**config.mk**
```make
export PLATFORM = sky130hd
export DESIGN_NAME = region_average_color_core_flat
export DESIGN_NICKNAME = d
export VERILOG_FILES = /design/src/hw/rtl/rac_pkg.sv /design/src/hw/rtl/rac_if.sv /design/src/hw/rtl/rac_front.sv /design/src/hw/rtl/rac_queue.sv /design/src/hw/rtl/rac_accum.sv /design/src/hw/rtl/rac_div.sv /design/src/hw/rtl/region_average_color_core.sv /design/src/flat_wrapper.sv
export SDC_FILE = /design/constraint.sdc
export NUM_CORES = 1
export LEC_CHECK = 0
export ABC_AREA = 1
export ABC_CLOCK_PERIOD_IN_PS = 9700
export BUFFER_PORTS_ARGS = -buffer_cell sky130_fd_sc_hd__buf_2
export CAP_MARGIN = 20
export CORE_MARGIN = 5
export CORE_UTILIZATION = 65
export CTS_CLUSTER_DIAMETER = 150
export DETAILED_ROUTE_END_ITERATION = 16
export HOLD_SLACK_MARGIN = 0.1
export PLACE_DENSITY = 0.81
export SYNTH_ARGS = -nofsm -noshare
export SYNTH_HDL_FRONTEND = slang
export SYNTH_HIERARCHICAL = 1
export SYNTH_SLANG_ARGS = --single-unit
```
**constraint.sdc**
```tcl
create_clock -name clk -period 9.7 [get_ports clk]
set_input_delay 0.97 -clock clk [delete_from_list [all_inputs] [get_ports clk]]
set_output_delay 0.97 -clock clk [all_outputs]
set_load 0.005 [all_outputs]
```
**src/hw/rtl/rac_pkg.sv**
```systemverilog
// Shared types and constants for the region average color block.
package rac_pkg;

	localparam int COORD_W = 11;
	localparam int REG_W   = 12;
	localparam int EXT_W   = 11;
	localparam int COLOR_W = 8;
	localparam int SUM_W   = 30;
	localparam int CNT_W   = 23;

	localparam int MAX_FRAME_WIDTH  = 2048;
	localparam int MAX_FRAME_HEIGHT = 2048;

	// tally saturates here; sums then stay within SUM_W bits
	localparam logic [CNT_W-1:0] TALLY_CAP = CNT_W'(4194304);

	localparam int QUEUE_DEPTH = 4;
	localparam int QPTR_W      = $clog2(QUEUE_DEPTH);

	// register map of the cfg port
	localparam logic [1:0] REG_LEFT   = 2'd0;
	localparam logic [1:0] REG_TOP    = 2'd1;
	localparam logic [1:0] REG_WIDTH  = 2'd2;
	localparam logic [1:0] REG_HEIGHT = 2'd3;

	typedef struct packed {
		logic signed [REG_W-1:0] left;
		logic signed [REG_W-1:0] top;
		logic [EXT_W-1:0]        width;
		logic [EXT_W-1:0]        height;
	} cfg_t;

	typedef struct packed {
		logic               in_region;
		logic               last;
		logic [COLOR_W-1:0] red;
		logic [COLOR_W-1:0] green;
		logic [COLOR_W-1:0] blue;
	} item_t;

	typedef struct packed {
		logic [SUM_W-1:0] red_sum;
		logic [SUM_W-1:0] green_sum;
		logic [SUM_W-1:0] blue_sum;
		logic [CNT_W-1:0] tally;
	} totals_t;

endpackage

```
**src/hw/rtl/rac_if.sv**
```systemverilog
// Stream interfaces: pixel words in, mean color words out.
interface rac_pixel_if;
	logic        valid;
	logic        ready;
	logic [10:0] pixel_x;
	logic [10:0] pixel_y;
	logic [7:0]  pixel_blue;
	logic [7:0]  pixel_green;
	logic [7:0]  pixel_red;
	logic        last_pixel;

	modport source (output valid, pixel_x, pixel_y, pixel_blue, pixel_green, pixel_red,
		last_pixel, input ready);
	modport sink (input valid, pixel_x, pixel_y, pixel_blue, pixel_green, pixel_red,
		last_pixel, output ready);
endinterface

interface rac_mean_if;
	logic        valid;
	logic        ready;
	logic [7:0]  mean_red;
	logic [7:0]  mean_green;
	logic [7:0]  mean_blue;
	logic [22:0] inside_count;
	logic        region_empty;

	modport source (output valid, mean_red, mean_green, mean_blue, inside_count,
		region_empty, input ready);
	modport sink (input valid, mean_red, mean_green, mean_blue, inside_count,
		region_empty, output ready);
endinterface

```
**src/hw/rtl/rac_front.sv**
```systemverilog
// Front end: takes pixel words and tags each one as inside or outside the region.
module rac_front import rac_pkg::*; (
	input  cfg_t         cfg,
	rac_pixel_if.sink    pixel_in,
	input  logic         q_full,
	output logic         push,
	output item_t        item
);

	localparam logic [13:0] FRAME_W_LIM = 14'(MAX_FRAME_WIDTH);
	localparam logic [13:0] FRAME_H_LIM = 14'(MAX_FRAME_HEIGHT);

	logic [COORD_W-1:0] lo_x, lo_y;
	logic [COORD_W:0]   hi_x, hi_y;
	logic               in_x, in_y;

	// negative start clips to zero; far edge follows the clipped start
	assign lo_x = cfg.left[REG_W-1] ? '0 : cfg.left[COORD_W-1:0];
	assign lo_y = cfg.top[REG_W-1]  ? '0 : cfg.top[COORD_W-1:0];
	assign hi_x = {1'b0, lo_x} + {1'b0, cfg.width};
	assign hi_y = {1'b0, lo_y} + {1'b0, cfg.height};

	assign in_x = (pixel_in.pixel_x >= lo_x) && ({1'b0, pixel_in.pixel_x} <= hi_x) &&
		({3'b000, pixel_in.pixel_x} < FRAME_W_LIM);
	assign in_y = (pixel_in.pixel_y >= lo_y) && ({1'b0, pixel_in.pixel_y} <= hi_y) &&
		({3'b000, pixel_in.pixel_y} < FRAME_H_LIM);

	assign pixel_in.ready = !q_full;
	assign push           = pixel_in.valid && !q_full;

	always_comb begin
		item.in_region = in_x && in_y;
		item.last      = pixel_in.last_pixel;
		item.red       = pixel_in.pixel_red;
		item.green     = pixel_in.pixel_green;
		item.blue      = pixel_in.pixel_blue;
	end

endmodule

```
**src/hw/rtl/rac_queue.sv**
```systemverilog
// Small FIFO between the classifier and the accumulator.
module rac_queue import rac_pkg::*; (
	input  logic  clk,
	input  logic  arst_n,
	input  logic  push,
	input  item_t push_item,
	input  logic  pop,
	output item_t head,
	output logic  full,
	output logic  empty
);

	item_t              mem_q [QUEUE_DEPTH];
	logic [QPTR_W-1:0]  wr_ptr_q, rd_ptr_q;
	logic [QPTR_W:0]    count_q;

	assign full  = (count_q == (QPTR_W+1)'(QUEUE_DEPTH));
	assign empty = (count_q == '0);
	assign head  = mem_q[rd_ptr_q];

	always_ff @(posedge clk) begin
		if (push) begin
			mem_q[wr_ptr_q] <= push_item;
		end
	end

	always_ff @(posedge clk or negedge arst_n) begin
		if (!arst_n) begin
			wr_ptr_q <= '0;
			rd_ptr_q <= '0;
			count_q  <= '0;
		end else begin
			if (push) begin
				wr_ptr_q <= wr_ptr_q + 1'b1;
			end
			if (pop) begin
				rd_ptr_q <= rd_ptr_q + 1'b1;
			end
			case ({push, pop})
				2'b10:   count_q <= count_q + 1'b1;
				2'b01:   count_q <= count_q - 1'b1;
				default: count_q <= count_q;
			endcase
		end
	end

endmodule

```
**src/hw/rtl/rac_accum.sv**
```systemverilog
// Back end: running channel sums and tally; hands frame totals to the divider.
module rac_accum import rac_pkg::*; (
	input  logic    clk,
	input  logic    arst_n,
	input  logic    q_empty,
	input  item_t   head,
	output logic    pop,
	input  logic    div_ready,
	output logic    frame_valid,
	output totals_t frame
);

	totals_t acc_q;
	logic    add;

	// a frame end waits until the divider is free
	assign pop = !q_empty && (!head.last || div_ready);
	assign add = head.in_region && (acc_q.tally < TALLY_CAP);

	always_comb begin
		frame.red_sum   = acc_q.red_sum   + (add ? SUM_W'(head.red)   : '0);
		frame.green_sum = acc_q.green_sum + (add ? SUM_W'(head.green) : '0);
		frame.blue_sum  = acc_q.blue_sum  + (add ? SUM_W'(head.blue)  : '0);
		frame.tally     = acc_q.tally     + (add ? CNT_W'(1)          : '0);
	end

	assign frame_valid = pop && head.last;

	always_ff @(posedge clk or negedge arst_n) begin
		if (!arst_n) begin
			acc_q <= '0;
		end else if (pop) begin
			acc_q <= head.last ? '0 : frame;
		end
	end

endmodule

```
**src/hw/rtl/rac_div.sv**
```systemverilog
// Radix-2 restoring divider, three channels in lockstep, with the result register.
module rac_div import rac_pkg::*; (
	input  logic       clk,
	input  logic       arst_n,
	input  logic       start,
	input  totals_t    frame,
	output logic       ready,
	rac_mean_if.source mean_out
);

	typedef enum logic [1:0] {IDLE, RUN, HOLD} state_t;

	state_t                         state_q;
	logic [2:0][SUM_W-1:0]          rem_q;
	logic [2:0][SUM_W-1:0]          rem_n;
	logic [2:0]                     ge;
	logic [SUM_W-1:0]               divisor_q;
	logic [2:0][COLOR_W-1:0]        quo_q;
	logic [$clog2(COLOR_W)-1:0]     step_q;
	logic [CNT_W-1:0]               count_q;
	logic                           empty_q;

	always_comb begin
		for (int c = 0; c < 3; c++) begin
			ge[c]    = (rem_q[c] >= divisor_q);
			rem_n[c] = ge[c] ? rem_q[c] - divisor_q : rem_q[c];
		end
	end

	assign ready                 = (state_q == IDLE);
	assign mean_out.valid        = (state_q == HOLD);
	assign mean_out.mean_red     = quo_q[0];
	assign mean_out.mean_green   = quo_q[1];
	assign mean_out.mean_blue    = quo_q[2];
	assign mean_out.inside_count = count_q;
	assign mean_out.region_empty = empty_q;

	always_ff @(posedge clk or negedge arst_n) begin
		if (!arst_n) begin
			state_q   <= IDLE;
			rem_q     <= '0;
			divisor_q <= '0;
			quo_q     <= '0;
			step_q    <= '0;
			count_q   <= '0;
			empty_q   <= 1'b0;
		end else begin
			case (state_q)
				IDLE: begin
					if (start) begin
						count_q <= frame.tally;
						quo_q   <= '0;
						if (frame.tally == '0) begin
							// nothing counted: black, no division
							empty_q <= 1'b1;
							state_q <= HOLD;
						end else begin
							empty_q   <= 1'b0;
							rem_q     <= {frame.blue_sum, frame.green_sum, frame.red_sum};
							// mean fits 8 bits, so start at divisor * 2^7
							divisor_q <= {frame.tally, {(SUM_W-CNT_W){1'b0}}};
							step_q    <= '1;
							state_q   <= RUN;
						end
					end
				end
				RUN: begin
					rem_q     <= rem_n;
					divisor_q <= divisor_q >> 1;
					for (int c = 0; c < 3; c++) begin
						quo_q[c] <= {quo_q[c][COLOR_W-2:0], ge[c]};
					end
					step_q <= step_q - 1'b1;
					if (step_q == '0) begin
						state_q <= HOLD;
					end
				end
				HOLD: begin
					if (mean_out.ready) begin
						state_q <= IDLE;
					end
				end
				default: state_q <= IDLE;
			endcase
		end
	end

endmodule

```
**src/hw/rtl/region_average_color_core.sv**
```systemverilog
// Top level of the region average color block.
//
//   channel    | dir | word                                        | accepted when
//   -----------+-----+---------------------------------------------+----------------------
//   pixel_in   | in  | x, y, blue, green, red, last_pixel          | valid && ready
//   mean_out   | out | mean r/g/b, inside_count, region_empty      | valid && ready
//   cfg        | in  | cfg_index, cfg_data (left/top/width/height) | cfg_wr_en
//
// Pixels: one word per cycle sustained. The input side only stalls when the
//   four-entry queue fills, which happens while a frame end waits on the divider.
// Frame end: a load step plus 8 divider iterations (one quotient bit per cycle
//   for all three channels), then the result sits in the output register.
//   An empty region skips the iterations. The next frame keeps accumulating meanwhile.
// Reset: arst_n clears config, sums, tally, queue and divider state at once.
// Stalls: the output register holds its word until mean_out.ready; a second frame
//   end stalls in the queue until then.
module region_average_color_core import rac_pkg::*; (
	input  logic       clk,
	input  logic       arst_n,
	input  logic       cfg_wr_en,
	input  logic [1:0] cfg_index,
	input  logic [11:0] cfg_data,
	rac_pixel_if.sink  pixel_in,
	rac_mean_if.source mean_out
);

	cfg_t    cfg_q;
	logic    push, pop, q_full, q_empty;
	item_t   push_item, head;
	logic    div_ready, frame_valid;
	totals_t frame;

	// region registers; the user must write them only while the block is idle (not enforced here)
	always_ff @(posedge clk or negedge arst_n) begin
		if (!arst_n) begin
			cfg_q <= '0;
		end else if (cfg_wr_en) begin
			case (cfg_index)
				REG_LEFT:   cfg_q.left   <= cfg_data;
				REG_TOP:    cfg_q.top    <= cfg_data;
				REG_WIDTH:  cfg_q.width  <= cfg_data[EXT_W-1:0];
				REG_HEIGHT: cfg_q.height <= cfg_data[EXT_W-1:0];
				default:    cfg_q        <= cfg_q;
			endcase
		end
	end

	// classify: inside test against the clipped rectangle and frame bounds
	rac_front u_front (
		.cfg      (cfg_q),
		.pixel_in (pixel_in),
		.q_full   (q_full),
		.push     (push),
		.item     (push_item)
	);

	// decouples the pixel stream from the frame-end division
	rac_queue u_queue (
		.clk       (clk),
		.arst_n    (arst_n),
		.push      (push),
		.push_item (push_item),
		.pop       (pop),
		.head      (head),
		.full      (q_full),
		.empty     (q_empty)
	);

	// sums and tally; totals handed over on the last pixel
	rac_accum u_accum (
		.clk         (clk),
		.arst_n      (arst_n),
		.q_empty     (q_empty),
		.head        (head),
		.pop         (pop),
		.div_ready   (div_ready),
		.frame_valid (frame_valid),
		.frame       (frame)
	);

	// per-frame means and the output word register
	rac_div u_div (
		.clk      (clk),
		.arst_n   (arst_n),
		.start    (frame_valid),
		.frame    (frame),
		.ready    (div_ready),
		.mean_out (mean_out)
	);

endmodule

```
**src/flat_wrapper.sv**
```systemverilog
// flat-port wrapper written by rule: the top's interface ports become plain ports
module region_average_color_core_flat import rac_pkg::*;
  (clk, arst_n, cfg_wr_en, cfg_index, cfg_data, pixel_in_valid, pixel_in_pixel_x, pixel_in_pixel_y, pixel_in_pixel_blue, pixel_in_pixel_green, pixel_in_pixel_red, pixel_in_last_pixel, pixel_in_ready, mean_out_valid, mean_out_mean_red, mean_out_mean_green, mean_out_mean_blue, mean_out_inside_count, mean_out_region_empty, mean_out_ready);
  rac_pixel_if pixel_in_i ();
  rac_mean_if mean_out_i ();
  input  logic clk;
  input  logic arst_n;
  input  logic cfg_wr_en;
  input  logic [1:0] cfg_index;
  input  logic [11:0] cfg_data;
  input wire logic [$bits(pixel_in_i.valid)-1:0] pixel_in_valid;
  input wire logic [$bits(pixel_in_i.pixel_x)-1:0] pixel_in_pixel_x;
  input wire logic [$bits(pixel_in_i.pixel_y)-1:0] pixel_in_pixel_y;
  input wire logic [$bits(pixel_in_i.pixel_blue)-1:0] pixel_in_pixel_blue;
  input wire logic [$bits(pixel_in_i.pixel_green)-1:0] pixel_in_pixel_green;
  input wire logic [$bits(pixel_in_i.pixel_red)-1:0] pixel_in_pixel_red;
  input wire logic [$bits(pixel_in_i.last_pixel)-1:0] pixel_in_last_pixel;
  output wire logic [$bits(pixel_in_i.ready)-1:0] pixel_in_ready;
  output wire logic [$bits(mean_out_i.valid)-1:0] mean_out_valid;
  output wire logic [$bits(mean_out_i.mean_red)-1:0] mean_out_mean_red;
  output wire logic [$bits(mean_out_i.mean_green)-1:0] mean_out_mean_green;
  output wire logic [$bits(mean_out_i.mean_blue)-1:0] mean_out_mean_blue;
  output wire logic [$bits(mean_out_i.inside_count)-1:0] mean_out_inside_count;
  output wire logic [$bits(mean_out_i.region_empty)-1:0] mean_out_region_empty;
  input wire logic [$bits(mean_out_i.ready)-1:0] mean_out_ready;
  assign pixel_in_i.valid = pixel_in_valid;
  assign pixel_in_i.pixel_x = pixel_in_pixel_x;
  assign pixel_in_i.pixel_y = pixel_in_pixel_y;
  assign pixel_in_i.pixel_blue = pixel_in_pixel_blue;
  assign pixel_in_i.pixel_green = pixel_in_pixel_green;
  assign pixel_in_i.pixel_red = pixel_in_pixel_red;
  assign pixel_in_i.last_pixel = pixel_in_last_pixel;
  assign pixel_in_ready = pixel_in_i.ready;
  assign mean_out_valid = mean_out_i.valid;
  assign mean_out_mean_red = mean_out_i.mean_red;
  assign mean_out_mean_green = mean_out_i.mean_green;
  assign mean_out_mean_blue = mean_out_i.mean_blue;
  assign mean_out_inside_count = mean_out_i.inside_count;
  assign mean_out_region_empty = mean_out_i.region_empty;
  assign mean_out_i.ready = mean_out_ready;
  region_average_color_core u_core (.clk(clk), .arst_n(arst_n), .cfg_wr_en(cfg_wr_en), .cfg_index(cfg_index), .cfg_data(cfg_data), .pixel_in(pixel_in_i), .mean_out(mean_out_i));
endmodule
```
# Word-level counts from Yosys, hierarchy flattened
# Memory sizes are Yosys's and may differ from the RTL's.
# Cells that the tools add are included.
# op_classes
addsub	14
n_lt_le_gt_ge	8
n_eq_ne	15
muxes	30
n_reduce_logical	29
# ops
cell	n
90-bit two-way mux	2
90-bit one-hot mux with 2 select lines	1
30-bit two-way mux	5
113-bit two-way mux	1
30-bit by 8-bit adder with 30-bit output	3
30-bit greater-or-equal comparator	3
30-bit subtractor	3
30-bit one-hot mux with 2 select lines	1
24-bit one-hot mux with 2 select lines	1
11-bit by 11-bit adder with 12-bit output	2
11-bit by 12-bit less-or-equal comparator with 1-bit output	2
24-bit two-way mux	1
8-bit two-way mux	3
23-bit by 1-bit adder with 23-bit output	1
23-bit zero test	1
23-bit < comparator, second input constant	1
11-bit greater-or-equal comparator	2
11-bit two-way mux	2
3-bit one-hot mux with 2 select lines	2
2-bit AND reduction	6
4-bit AND reduction	3
2-bit != test, second input constant	5
2-bit equality test, second input constant	4
2-bit two-way mux	4
16 further kinds	37
# totals
reg_bits	339
mem_bits_rw	104
input_bits	66
output_inout_bits	50
n_memories	1
# memory_table
memory	words	width	read_ports	rd_ports_with_merged_regs	write_ports	line	rtl
u_core.u_queue.mem_q	4	26	1	0	1	rac_queue.sv:13	item_t mem_q [QUEUE_DEPTH];

# Logic depth before layout (Yosys ltp)
# depth
word_depth	8
depth_mapped	29
depth_no_buf	24

# Cells and area by module
# The synthesis kept the hierarchy.
# by_module_without_submodules
module	n_inst	cells_each	area_each_um2
rac_div	1	2404	14630.3
rac_accum	1	1407	8834.7
rac_queue	1	352	4660.7
rac_front	1	362	2356.0
region_average_color_core	1	209	1929.4

# Worst setup path after synthesis
# No wires, ideal clock.
# synth_path
path_kind	reg2reg
from	register u_core.u_queue.rd_ptr_q[0]
to	register u_core/u_div/rem_q[12] in the netlist's numbering
setup_time_ns	0.116
arrival_time_ns	3.767
slack_ns	5.817
path_stages_with_launch	30
n_path_buf	6
path_cell_list	dfrtp_1 -> buf_6 -> buf_6 -> buf_6 -> nand2_1 -> o211ai_1 -> nand2_1 -> nand2_1 -> clkbuf_1 -> inv_1 -> ha_1 -> ha_1 -> nand2_2 -> nor2_4 -> nand3_2 -> nor2_2 -> nand2_2 -> nor2_1 -> nand2_1 -> and2_1 -> nor4_1 -> nand4_1 -> nor2_1 -> nor2_4 -> nand2_1 -> buf_6 -> inv_6 -> buf_6 -> nand2_1 -> nand2_1
# synth_lines
element	line	rtl
start: declaration	rac_queue.sv:14	logic [QPTR_W-1:0] wr_ptr_q, rd_ptr_q;
start signal: assignment	rac_queue.sv:37	rd_ptr_q <= rd_ptr_q + 1'b1;
end signal: assignment	rac_div.sv:59	rem_q <= {frame.blue_sum, frame.green_sum, frame.red_sum};
end signal: assignment	rac_div.sv:68	rem_q <= rem_n;
end: declaration	rac_div.sv:14	logic [2:0][SUM_W-1:0] rem_q;

==> reports/metrics.csv <==
metric,value,unit
Avg WL per Cell,16.6,um
Slew HR,0.373,
CP peak stage delay,0.71,ns
CP Depth,18,
Lkg Pwr,19.2,nW
starting density of the core,0.659,
fraction of layout cells with a size suffix above 1,0.0652,
Fmax,0.180,GHz
Num CTS Buffers,50,
final hold vios,0,
Async SR Flop Fraction,0.765,
Worst VDD drop,0.229,mV
syn nets,4998,
WP buf/inv,6,
CP endpoint kind,flip-flop,
Final Setup Violations,0,
Total Die Area,54400,sq um
synth unique cells,56,
Starting DRT DRC Count,2773,
CP max FO,84,
Synth warnings,6,
HPWL Detailed,66.0,mm
most frequent CP cell,nand2_1,
Critical path origin,u_core/u_queue/rd_ptr_q[0],
sequential share of the synthesized area,0.358,
"Arr. time, crit path",6.05,ns
clock insertion delay at the later pin of the skew report,0.61,ns
pwr/cell area,345,nW/um^2
largest net degree at the start of global routing,107,
status,completed,
Total Power,0.0120,W
TritonCTS clock tree,done,
fin crit share,0.573,
remaining antenna violation count,0,
# rows,81,
placed cell count,5388,
ys flop type,dfrtp_1,
Ant. Diodes,0,
Yosys reg bits,443,
initial antenna violation count,3,
GPL Wtd Cong,0.992,
H-tree lvl count,2,
Vert. Die Dim,233,um
DRC Markers,0,
vias per std cell,5.53,
clock root cell,clkbuf_16,
Synth area leaders,"dfrtp_1 26%, nand2_1 22%, edfxtp_1 9.6%, inv_1 8.3%, ha_1 7.3%",
WP data required,10.20,ns
io pins,116,
vias,30300,
Synth Cell Area,32400,sq um
crit path max-delay cell type,nor2_4,
DIE WIDTH,233,um
Nets,5042,
vias in the first global route,28700,
mean post-synth cell area,6.85,sq um
Longest Clk Path Bufs,3,
RSZ-0062 raised after global routing,false,
"Non-Filler Cell Area, Final",34800,sq um
global-route usage over all layers,0.331,
maxcap violations,0,
# hold bufs at CTS,0,
post-CTS sizing,0,
synthesis-to-layout area growth,7.45,%
"area leader, netlist",dfrtp_1,
placed instance area,33100,sq um
final wirelength,90.8,mm
Setup TNS,0,ns
HP Class,input pin to async pin,
fin crit period,5.55,ns
"critical path, cell by cell",buf_16 > nand2_1 > o211ai_2 > nand2_1 > inv_1 > nor2_1 > nor2_4 > nand2_1 > inv_1 > nand2_2 > inv_2 > nor2_4 > inv_2 > o21ai_2 > nor2_4 > inv_4 > nand2_1 > nand2_1,
first-pass GRT wire length,145,mm
Reg-to-Reg End,u_core/u_div/rem_q[70],
# Post-CTS Setup Buffers,0,
Worst R2R Start,u_core/u_queue/rd_ptr_q[0],
Post-Layout Cell Count,5479,
Yosys top cell area share,0.262,
CP startpoint kind,flip-flop,
CTS sink count,443,
1st-pass router iterations,8,
Least-Margin Pin Slew,0.940,ns
Worst-path clk slew,0.06,ns
Final Skew,0.0159,ns
CP top delay family,simple AND/OR/NAND/NOR gates,
reg2reg setup slack,4.15,ns
grt total ovfl,0,
Core Footprint,49200,sq um
PortBufs,115,
Post-synth EDFFs,104,
Synth Instances,4734,
worst r2r path cells,18,
final slew viol count,0,
kind of critical path,flip-flop to flip-flop,
-- where the power goes --
part | total [W] | internal, W | switching (W)
clock | 0.00196 | 0.00115 | 0.000804
sequential | 0.00259 | 0.00233 | 0.000253
combinational | 0.00748 | 0.00225 | 0.00523
total | 0.0120 | 0.00573 | 0.00629
-- synth_stat cells (all sizes together) (3+ instances only) --
cell    count
nand2    1909
inv       733
dfrtp     339
nor2      307
nand3     297
ha        189
o21ai     138
a21oi     104
edfxtp    104
buf       102
nand4      82
o211ai     74
and2       53
xor2       53
clkbuf     38
nand3b     37
nor3       36
o22ai      31
xnor2      29
o21bai     15
or2        13
a22o       10
fa          9
a21o        5
a21boi      4
mux2i       4
nor4        3
o21a        3
-- worst max-delay path by stage --
stage                                         to
after CTS                 u_core/u_div/rem_q[88]
after global placement    u_core/u_div/rem_q[89]
final                     u_core/u_div/rem_q[70]
after floorplan           u_core/u_div/rem_q[12]
after global routing      u_core/u_div/rem_q[80]
after detailed placement  u_core/u_div/rem_q[82]
-- routing by layer --
metal | share of wire | vias to the layer above | GRT usage
met2 | 0.45 | 1152 | 0.528
met5 | 0 | - | 0
met4 | 0.042 | 0 | 0.130
met3 | 0.077 | 206 | 0.0583
met1 | 0.43 | 14000 | 0.454
li1 | - | 15000 | -
-- registers in the layout, indices dropped and copies added (netlist names), 23 cells and up --
register,flops
u_core/u_div/rem_q,90
u_core/cfg_q,46
u_core/u_accum/acc_q,113
u_core/u_div/divisor_q,30
u_core/u_queue/mem_q,104
u_core/u_div/mean_out.inside_count,23
-- layout make-up --
| class | instances | area [sq um] |
|---|---|---|
| flip-flops and latches | 443 | 11600 |
| multi-input cells | 3416 | 17200 |
| clock inverters | 19 | 283 |
| fillers | 4241 | 14300 |
| repair buffers | 132 | 753 |
| clock buffers | 70 | 1410 |
| well taps | 664 | 831 |
| inverters | 735 | 2770 |
-- stage by stage --
stage / hold slack, ns / util / worst slack [ns]
after floorplan: 0.442 / - / 5.82
after global placement: 0.454 / 0.673 / 4.23
after detailed placement: 0.459 / 0.673 / 4.07
after CTS: 0.409 / 0.707 / 4.01
after global routing: 0.437 / 0.709 / 3.78
final: 0.363 / 0.709 / 4.15
-- logic make-up after synthesis --
family / after synthesis / synth area share
AND/OR/NAND/NOR: 2738 / 0.352
buffers and inverters: 875 / 0.112
flip-flops: 443 / 0.358
AO/OA/AOI/OAI: 394 / 0.0756
adder cells (fa/ha/maj): 198 / 0.0785
XOR/XNOR: 82 / 0.0224
multiplexers: 4 / 0.00124
-- cells in the final DEF (no fill, tap or decap), types with 13 or more instances in the layout --
cell       synthesis  final
nor3_1            29     29
o22ai_1           31     31
o21ai_0          115    115
or2_2             13     13
o211ai_1          55     55
nand3_1          293    293
o211ai_2          19     19
nand2_1         1895   1894
a21oi_1          101    101
ha_1             189    189
and2_1            53     53
edfxtp_1         104    104
buf_4             40     15
dfrtp_1          339    338
clkbuf_16          0     50
inv_1            716    716
nor2_1           287    287
nand3b_1          37     37
xnor2_1           28     28
nand2_2           13     13
o21ai_1           21     21
buf_2             40    114
nand4_1           82     82
xor2_1            53     53
nor2_2            13     13
(Power assumes the default switching activity.)
